File: src/hdl/bcc_pkg.sv
`timescale 1ns / 1ps
// ----------------------------------------------------------------------------
// bcc_pkg
// shared types and constants for the button click classifier
// ----------------------------------------------------------------------------
package bcc_pkg;

    localparam int StampWidth = 32;
    localparam int LimitWidth = 16;

    localparam logic [LimitWidth-1:0] LONG_PRESS_RESET = 16'd1500;
    localparam logic [LimitWidth-1:0] CLICK_GAP_RESET  = 16'd400;

    // configuration register indexes
    typedef enum logic [0:0] {
        CFG_LONG_PRESS = 1'b0,
        CFG_CLICK_GAP  = 1'b1
    } cfg_index_t;

    typedef enum logic [2:0] {
        MODE_IDLE    = 3'd0,
        MODE_PRESSED = 3'd1,
        MODE_PENDING = 3'd2,
        MODE_SECOND  = 3'd3,
        MODE_LONG    = 3'd4
    } mode_t;

    typedef enum logic [1:0] {
        EV_NONE   = 2'd0,
        EV_SINGLE = 2'd1,
        EV_DOUBLE = 2'd2,
        EV_LONG   = 2'd3
    } event_t;

    typedef struct packed {
        logic                  level;
        logic [StampWidth-1:0] now_ms;
    } sample_t;

    typedef struct packed {
        logic [LimitWidth-1:0] long_press;
        logic [LimitWidth-1:0] click_gap;
    } limits_t;

endpackage

File: src/hdl/bcc_fsm.sv
`timescale 1ns / 1ps
// ----------------------------------------------------------------------------
// bcc_fsm
// press/release state machine with press and release timestamps
// ----------------------------------------------------------------------------
module bcc_fsm
    import bcc_pkg::*;
(
    input  logic    clk,
    input  logic    rst_n,
    input  logic    step,
    input  sample_t sample,
    input  limits_t limits,
    output event_t  click_event
);

    mode_t                 mode_reg;
    mode_t                 mode_next;
    logic [StampWidth-1:0] press_stamp_reg;
    logic [StampWidth-1:0] press_stamp_next;
    logic [StampWidth-1:0] release_stamp_reg;
    logic [StampWidth-1:0] release_stamp_next;

    logic [StampWidth-1:0] held_time;
    logic [StampWidth-1:0] gap_time;
    logic                  long_hit;
    logic                  gap_hit;

    // wrapping elapsed times
    assign held_time = sample.now_ms - press_stamp_reg;
    assign gap_time  = sample.now_ms - release_stamp_reg;
    assign long_hit  = held_time > {{(StampWidth-LimitWidth){1'b0}}, limits.long_press};
    assign gap_hit   = gap_time > {{(StampWidth-LimitWidth){1'b0}}, limits.click_gap};

    always_comb
    begin
        mode_next          = mode_reg;
        press_stamp_next   = press_stamp_reg;
        release_stamp_next = release_stamp_reg;
        case (mode_reg)
            MODE_IDLE:
            begin
                if (sample.level)
                begin
                    press_stamp_next = sample.now_ms;
                    mode_next        = MODE_PRESSED;
                end
            end
            MODE_PRESSED:
            begin
                if (sample.level)
                begin
                    if (long_hit)
                        mode_next = MODE_LONG;
                end
                else
                begin
                    release_stamp_next = sample.now_ms;
                    mode_next          = MODE_PENDING;
                end
            end
            MODE_PENDING:
            begin
                if (sample.level)
                begin
                    press_stamp_next = sample.now_ms;
                    mode_next        = MODE_SECOND;
                end
                else if (gap_hit)
                    mode_next = MODE_IDLE;
            end
            MODE_SECOND:
            begin
                if (sample.level)
                begin
                    if (long_hit)
                        mode_next = MODE_LONG;
                end
                else
                    mode_next = MODE_IDLE;
            end
            MODE_LONG:
            begin
                if (!sample.level)
                    mode_next = MODE_IDLE;
            end
            default:
            begin
                mode_next = mode_reg;
            end
        endcase
    end

    always_comb
    begin
        click_event = EV_NONE;
        case (mode_reg)
            MODE_PRESSED:
            begin
                if (sample.level && long_hit)
                    click_event = EV_LONG;
            end
            MODE_PENDING:
            begin
                if (!sample.level && gap_hit)
                    click_event = EV_SINGLE;
            end
            MODE_SECOND:
            begin
                if (sample.level && long_hit)
                    click_event = EV_LONG;
                else if (!sample.level)
                    click_event = EV_DOUBLE;
            end
            default:
            begin
                click_event = EV_NONE;
            end
        endcase
    end

    always_ff @(posedge clk or negedge rst_n)
    begin
        if (!rst_n)
        begin
            mode_reg          <= MODE_IDLE;
            press_stamp_reg   <= '0;
            release_stamp_reg <= '0;
        end
        else if (step)
        begin
            mode_reg          <= mode_next;
            press_stamp_reg   <= press_stamp_next;
            release_stamp_reg <= release_stamp_next;
        end
    end

endmodule

File: src/hdl/button_click_classifier.sv
`timescale 1ns / 1ps
// ----------------------------------------------------------------------------
// button_click_classifier
// classifies button samples into single, double and long press events
// ----------------------------------------------------------------------------
// Every accepted sample word (button level plus millisecond timestamp) gives
// exactly one result word on the output channel: none, single click, double
// click or long press. A sample sits in the input register, where the state
// machine and the two 32-bit elapsed time compares evaluate it, and its event
// lands in the output register; the throughput is one word per cycle as long
// as the output side keeps taking words. The two limit registers are written
// on the configuration channel (index 0 long press, index 1 click gap); the
// user must write them only while the block is idle, which the block itself
// does not enforce.
module button_click_classifier
    import bcc_pkg::*;
(
    input  logic                  clk,
    input  logic                  rst_n,
    input  logic                  in_valid,
    output logic                  in_ready,
    input  logic                  button_level,
    input  logic [StampWidth-1:0] now_ms,
    output logic                  out_valid,
    input  logic                  out_ready,
    output logic [1:0]            click_event,
    input  logic                  cfg_valid,
    output logic                  cfg_ready,
    input  logic [0:0]            cfg_index,
    input  logic [LimitWidth-1:0] cfg_data
);

    limits_t limits_reg;
    logic    s1_valid_reg;
    sample_t s1_sample_reg;
    logic    out_valid_reg;
    event_t  event_reg;
    event_t  event_next;
    logic    advance;

    assign cfg_ready = 1'b1;

    always_ff @(posedge clk or negedge rst_n)
    begin
        if (!rst_n)
        begin
            limits_reg.long_press <= LONG_PRESS_RESET;
            limits_reg.click_gap  <= CLICK_GAP_RESET;
        end
        else if (cfg_valid)
        begin
            case (cfg_index_t'(cfg_index))
                CFG_LONG_PRESS: limits_reg.long_press <= cfg_data;
                CFG_CLICK_GAP:  limits_reg.click_gap  <= cfg_data;
                default:        limits_reg            <= limits_reg;
            endcase
        end
    end

    // a word moves to the output register when that register is free or drains
    assign advance  = s1_valid_reg && (!out_valid_reg || out_ready);
    assign in_ready = !s1_valid_reg || advance;

    always_ff @(posedge clk or negedge rst_n)
    begin
        if (!rst_n)
            s1_valid_reg <= 1'b0;
        else if (in_ready)
            s1_valid_reg <= in_valid;
    end

    always_ff @(posedge clk)
    begin
        if (in_ready && in_valid)
        begin
            s1_sample_reg.level  <= button_level;
            s1_sample_reg.now_ms <= now_ms;
        end
    end

    bcc_fsm u_fsm (
        .clk         (clk),
        .rst_n       (rst_n),
        .step        (advance),
        .sample      (s1_sample_reg),
        .limits      (limits_reg),
        .click_event (event_next)
    );

    always_ff @(posedge clk or negedge rst_n)
    begin
        if (!rst_n)
            out_valid_reg <= 1'b0;
        else if (advance)
            out_valid_reg <= 1'b1;
        else if (out_ready)
            out_valid_reg <= 1'b0;
    end

    always_ff @(posedge clk)
    begin
        if (advance)
            event_reg <= event_next;
    end

    assign out_valid   = out_valid_reg;
    assign click_event = event_reg;

endmodule

File: config.mk
export PLATFORM = sky130hd
export DESIGN_NAME = button_click_classifier
export DESIGN_NICKNAME = d
export VERILOG_FILES = /design/src/hdl/bcc_pkg.sv /design/src/hdl/bcc_fsm.sv /design/src/hdl/button_click_classifier.sv
export SDC_FILE = /design/constraint.sdc
export NUM_CORES = 1
export LEC_CHECK = 0
export BUFFER_PORTS_ARGS = -buffer_cell sky130_fd_sc_hd__buf_2
export CAP_MARGIN = 20
export CORE_MARGIN = 5
export CORE_UTILIZATION = 55
export DETAILED_ROUTE_END_ITERATION = 16
export PLACE_DENSITY_LB_ADDON = 0.1
export SYNTH_ARGS = -nofsm -noshare
export SYNTH_HDL_FRONTEND = slang
export SYNTH_HIERARCHICAL = 1
export SYNTH_SLANG_ARGS = --single-unit
File: constraint.sdc
create_clock -name clk -period 5.8 [get_ports clk]
set_clock_uncertainty 0.15 [all_clocks]
set_input_delay 1.74 -clock clk [delete_from_list [all_inputs] [get_ports clk]]
set_output_delay 1.74 -clock clk [all_outputs]
set_load 0.005 [all_outputs]
==> impl_results.md, run 1 <==
- Met2 wire len: ~11 mm
- CTS tree: built
- Async S/R FF share, synth: 74.3%
- Most used DFF post-synth: dfrtp_1
- ANT nets after route: 0
- # resized after CTS: 0
- Syn Area/Cell: about 9 um^2
- DIE AREA: 20,500 um^2
- Least-Margin Pin Slew: 1.04 ns
- CP startpoint kind: flip-flop
- Static leakage: 0.00491 uW
- Die X: 143 um
- Initial antenna violation count: 0
- Final setup TNS: 0 ns
- RSZ-0062 raised after global routing: false
- WL/cell: 18.6 um
- Layout cell share with drive strength beyond 1: 14.9%
- Hold Path Stages: 1
- Met1 WL: around 12 mm
- Met3 WL: between 1 and 1.5 mm
- Distinct cells, synth: between 80 and 90
- Max FO, Critical Path: 4
- Core ar.: 17,400 um^2
- Area leader, netlist: dfrtp_1
- CTS buffer count: 17
- Die Y: around 140 um
- Crit path from: s1_sample_reg[0]
- Synth area leaders: dfrtp_1, ha_1, edfxtp_1
- Layout area overhead: 10.4%
- Routability-driven placement congestion ratio: 0.921
- Antenna diodes: 0
- Period utilisation layout: 83.3%
- CP Class: reg2reg
- PD cells: 572 nW/um^2
- Max Root-Sink Buffers: 2
- Hpwl dp: 19.1 mm
- Fmax achieved: 0.207 GHz
- Total number of vias: 8,040
- Cell Rows: 48
- DRC errors left: 0
- Arr. time, crit path: 4.96 ns
- Synthesized net count: approximately 1,200
- Yosys warns: 6
- GRT overflow: 0
- Share of the synthesized area in the top cell type: between 20% and 30%
- Uppermost routed layer: met4
- Post-CTS Setup Bufs: 0
- Slew Limit Headroom: between 20% and 30%
- Final setup viols: 0
- Area after DPL: roughly 10,000 um^2
- Worst Path Required: 5.93 ns
- Initial Utilization: 56.2%
- Yosys reg bits: 136
- R2R depth: 18
- First-pass GRT wire length: 40.0 mm
- Clock transition at path regs: 0.06 ns
- Buffers on Ports: 58
- Hold-fix buffers, CTS: 0
- Largest net degree at the start of global routing: 46
- Post-layout util: about 62%
- Crit end category: flip-flop
- Reg-to-Reg Start: s1_sample_reg[0]
- Root Buffer: clkbuf_16
- Seq/Total Area, Yosys: 36.8%
- Max reg flops: 33
- Drt pass-1 iters: 7
- Max_cap viols: 0
- Post-Route WL: roughly 25 mm
- Min-delay src: s1_valid_reg
- Post-Syn Area: 9760 um^2
- Min cycle time layout: roughly 4.8 ns
- NumNets Final: 1,256
- Final hold viol count: 0
- Initial drt markers: 589
- Status: finished, final reports clean
- HP Class: reg2reg
- EDFF count, synth: 35
- I/O pin cnt: 60
- Gr usage total: approximately 25%
- Clk_lat worst skew: 0.43 ns
- Maximum vdd drop: 0.000270 V
- # clock sinks: ~140
- Number of H-tree levels: 4
- Vias/cell: 5.99
- Vias in the first global route: 7,581
- Max Slew Vio Count: 0
- Fin area: 10,800 um^2
- Mapped Cells: ~1,100
routing by layer:
metal	vias up	global-route usage [%]
li1	3901	-
met1	3857	37.2
met2	239	37.3
met3	43	4.29
met4	0	7.58
met5	-	0
report_power, final:
group	total [uW]	switching, uW	internal (uW)
logic	3670	2170	1500
clock network	1100	460	636
registers	1400	123	1280
total	6170	2750	3420
synthesized netlist by cell type, types with 5 or more instances:
cell and n:
xor2_1 16, a211oi_1 7, a21oi_1 68, nor4_1 9
mux2_2 28, or3_1 6, ha_1 94, nor2_1 49
buf_2 8, nor3_1 15, o21ai_0 93, nor2b_1 9
clkbuf_1 30, a31oi_1 9, nand2_1 122, nand2b_1 7
mux2_4 10, nand4_1 17, and3_1 11, a311oi_1 5
o21bai_1 10, inv_1 110, and4_1 5, dfrtp_1 91
a21o_1 35, edfxtp_1 35, o21ai_1 5, o21a_1 13
nand3_1 16, and2_1 5, dfstp_2 10, xnor2_1 27
stage by stage:
step / hold slack (ns) / cells / setup WS (ns) / power (uW)
3_5_place_dp: 0.323 / 1311 / 1.13 / 4980
6_report: 0.338 / 1343 / 0.970 / 6170
2_1_floorplan: 0.299 / 1065 / 1.70 / 4200
3_3_place_gp: 0.324 / 1311 / 1.25 / 4920
4_1_cts: 0.339 / 1343 / 1.07 / 6130
5_1_grt: 0.362 / 1343 / 0.793 / 6660
cell usage in the layout, fill, tap and decap left out, types with 16 or more instances in the layout:
cell and n:
nand2_1 122, inv_1 110, ha_1 94, o21ai_0 93, dfrtp_1 91, a21oi_1 68, buf_2 57, nor2_1 48
edfxtp_1 35, a21o_1 35, mux2_2 28, xnor2_1 27, clkbuf_16 19, nand4_1 17, xor2_1 16, nand3_1 16
kinds of logic after synthesis:
logic type / synth area share [%]
fa+ha+maj: 12.5
mux: 5.08
buf+inv: 6.31
simple gates: 13.6
compound gates: 21.8
xor+xnor: 3.86
other cells: 0.0384
flops: 36.8
final timing paths:
| path | endpoint | slack [ns] |
|---|---|---|
| setup / recovery | click_event[0] | 0.97 |
| hold / removal | out_valid | 0.34 |
| max in group asynchronous | u_fsm/press_stamp_reg[14] | 3.37 |
| min in group asynchronous | limits_reg[28] | 1.13 |
| setup reg to reg | click_event[0] | 0.97 |
| hold reg to reg | out_valid | 0.34 |
critical path: stages (launching register included):
cell and delay, ns:
edfxtp_1 0.41, inv_1 0.11, ha_1 0.19, inv_1 0.06, fa_1 0.40, a21o_1 0.20, a221oi_2 0.41, o21ai_0 0.24
a21oi_1 0.23, xnor2_1 0.10, ha_1 0.30, nand4_1 0.12, or3_1 0.35, o221a_2 0.27, o21ai_0 0.32, nor4_1 0.11
a41o_1 0.28, or3_1 0.31, a21oi_1 0.12
layout make-up:
| cell class | instances | area (um^2) |
|---|---|---|
| Fill cell | 1470 | 6580 |
| Multi-Input combinational cell | 777 | 5560 |
| Sequential cell | 136 | 3590 |
| Clock buffer | 21 | 503 |
| Inverter | 110 | 413 |
| Timing Repair Buffer | 63 | 330 |
| Tap cell | 225 | 282 |
| Clock inverter | 11 | 97.6 |
Power figures use the tool's default switching activity.
==> run 2: changes to the inputs <==
--- a/config.mk
+++ b/config.mk
@@ -5,6 +5,7 @@
 export SDC_FILE = /design/constraint.sdc
 export NUM_CORES = 1
 export LEC_CHECK = 0
+export ABC_AREA = 1
 export BUFFER_PORTS_ARGS = -buffer_cell sky130_fd_sc_hd__buf_2
 export CAP_MARGIN = 20
 export CORE_MARGIN = 5
==> constraint.sdc (replaced) <==
create_clock -name clk -period 3.9 [get_ports clk]
set_clock_uncertainty 0.15 [all_clocks]
set_input_delay 1.17 -clock clk [delete_from_list [all_inputs] [get_ports clk]]
set_output_delay 1.17 -clock clk [all_outputs]
set_load 0.005 [all_outputs]
==> run 2 against run 1 <==
Register-to-register slack lost 0.72 ns. Maximum frequency up 32%. Sequential share of layout area is 4.6 points lower. Critical path depth increased by 3. Clock power is 52% higher. Largest cell class unchanged. Highest routed layer unchanged.
==> impl_results.md, run 2 <==
- Status: finished, final reports clean
- First-pass GRT wire length: 50.6 mm
- Initial antenna violation count: 0
- Commonest cells after routing, fill and taps aside: nand2_1, inv_1, nor2_1, nand3_1, dfrtp_1
- Synth Area in XOR/XNOR: under 10%
- Layout cell share with drive strength beyond 1: a little under a tenth
- Area leader, netlist: nand2_1
- Largest net degree at the start of global routing: 65
- Routability-driven placement congestion ratio: 0.967
- Main combinational cell family by area after synthesis: simple AND/OR/NAND/NOR gates
- Distinct cells, synth: 38
- Post-layout util: between 60% and 70%
- Most common cell after layout, fill and taps aside: nand2_1
- Die X: 152 um
- Most frequent cell after synthesis: nand2_1
- Sequential cell area: 3590 um^2
- Hpwl dp: 25.2 mm
- Slew Limit Headroom: around 60%
- Hold_ws: 0.313 ns
- Core ar.: just over 20,000 um^2
- EDFF count, synth: 35
- Crit end category: flip-flop
- Area after DPL: 11,700 um^2
- Least-Margin Pin Slew: just over 0.6 ns
- Hold-fix buffers, CTS: 0
- Synth area leaders: nand2_1, dfrtp_1, inv_1
- Worst Path Required: between 3 and 4 ns
- Vias/cell: roughly 5.1
- Clock transition at path regs: 0.07 ns
- DIE AREA: 23,200 um^2
- Max Root-Sink Buffers: 2
- Final hold viol count: 0
- Async S/R FF share, synth: 74.3%
- Most used DFF post-synth: dfrtp_1
- Synth cell count leaders: nand2_1, inv_1, nor2_1
- Post-Route WL: between 30 and 40 mm
- CTS buffer count: 17
- Vias in the first global route: 9,988
- Buffers on Ports: 58
- Synth Area in Adders: 10.9%
- Cell Rows: 52
- Antenna diodes: 0
- Yosys warns: 6
- Pwr Total: 9640 uW
- Static leakage: 0.00720 uW
- Fin area: 12,500 um^2
- GRT overflow: 0
- Root Buffer: clkbuf_16
- Share of the synthesized area in the top cell type: 21.7%
- Synthesized net count: 1,877
- Number of H-tree levels: 4
- Mux contribution to synthesized area: 0%
- Yosys reg bits: 136
- Clk_lat worst skew: ~0.43 ns
- Syn Area/Cell: between 6 and 7 um^2
- Initial drt markers: roughly 940
- DRC errors left: 0
- Max reg flops: 33
- NumNets Final: 1,940
- HP Class: reg2reg
- Final setup viols: 0
- Min cycle time layout: 3.65 ns
- Mapped Cells: between 1,500 and 2,000
- Seq/Total Area, Yosys: around a third
- WL/cell: 15.2 um
- Maximum vdd drop: about 0.00032 V
- Max FO, Critical Path: 4
- PD cells: 772 nW/um^2
- Multi-input gate area: a little over 6000 um^2
- Drt pass-1 iters: 6
- Die Y: between 150 and 200 um
- Max Slew Vio Count: 0
- CTS tree: built
- Initial Utilization: 55.4%
- Pre-CTS setup slack: about 0.14 ns
- Arr. time, crit path: about 3.7 ns
- Worst Slack Setup Final: ~0.25 ns
- Layout area overhead: 12.1%
- I/O pin cnt: 60
- Max_cap viols: 0
- Layout fillers: 1,918
- Post-Synth Simple-Gate Area: 34.1%
- CP Class: reg2reg
- Compound-Gate Fraction of Synth Area: 6.78%
- Post-Syn Area: 11,100 um^2
- Total number of vias: 10,600
- Gr usage total: around 27%
- Period utilisation layout: 93.7%
- ANT nets after route: 0
- Fmax achieved: about 0.27 GHz
- # clock sinks: 136
- CP startpoint kind: flip-flop
## run 2: changes by cell type in the layout (fill, tap and decap cells not counted), moves of 19 or more
cell     previous run  this run
nor2_1             48       124
a21o_1             35         3
nand3_1            16        97
mux2_2             28         0
o21ai_0            93        74
nand2_1           122       642
xnor2_1            27         1
inv_1             110       364
## run 2: logic make-up (layout without fill, tap and decap cells)
family | after synthesis | in the layout
AND/OR/NAND/NOR | 930 | 930
buffers and inverters | 389 | 465
AO/OA/AOI/OAI | 144 | 144
flip-flops | 136 | 136
adder cells (fa/ha/maj) | 96 | 96
other | 1 | 1
XOR/XNOR | 30 | 30
## run 2: final timing paths
check / start / endpoint / slack, ns / depth (start not counted)
min reg2reg: limits_reg[7] / limits_reg[7] / 0.31 / 2
max: s1_sample_reg[1] / click_event[0] / 0.25 / 21
min: limits_reg[7] / limits_reg[7] / 0.31 / 2
max reg2reg: s1_sample_reg[1] / click_event[0] / 0.25 / 21
max in group asynchronous: rst_n / limits_reg[24] / 2.40 / 2
min in group asynchronous: rst_n / limits_reg[11] / 0.49 / 1
## run 2: layer usage
metal,wire length [um],vias to the layer above,track usage (%)
li1,-,5387,-
met1,14900,4881,39.5
met2,13700,331,41.7
met3,2180,41,4.54
met4,670,0,7.79
met5,0,-,0
## run 2: final cells by class
type | count | area share, %
flip-flops and latches | 136 | 28.7
clock inverters | 15 | 1.39
clock buffers | 17 | 3.41
repair buffers | 67 | 3.08
multi-input cells | 1201 | 49.6
well taps | 270 | 2.70
inverters | 366 | 11.0
## run 2: timing repair
item,4_1_cts,5_1_grt
setup endpoints to repair,0,5
hold endpoints to repair,0,0
buffers inserted,0,3
resized for setup,0,25
## run 2: metrics by stage
step	setup TNS, ns	std cells
after floorplan	0	1726
after CTS	0	2069
after detailed placement	0	2037
after global routing	-0.130	2072
final	0	2072
after global placement	0	2037
## run 2: worst max-delay path, cell delays in order (launching register included)
cell and delay [ns]:
edfxtp_1 0.45, buf_4 0.18, ha_1 0.31, nand3_1 0.09, nand3_1 0.16, nand3_1 0.14
nand2_2 0.10, nand2_1 0.10, nand2_1 0.08, xor2_1 0.15, ha_1 0.30, nand2_1 0.07
nor2_1 0.16, nand2_1 0.08, nor2_1 0.11, a21oi_1 0.05, nor2_1 0.09, nand2_1 0.08
nor2_1 0.11, nand3_2 0.17, o21ai_1 0.17, o21ai_0 0.09
## run 2: report_power, final
group          leakage, uW  total (uW)  internal, uW  switching (uW)
registers          0.00157        2130          1870             257
logic              0.00534        5840          2100            3740
clock network     0.000293        1670           918             756
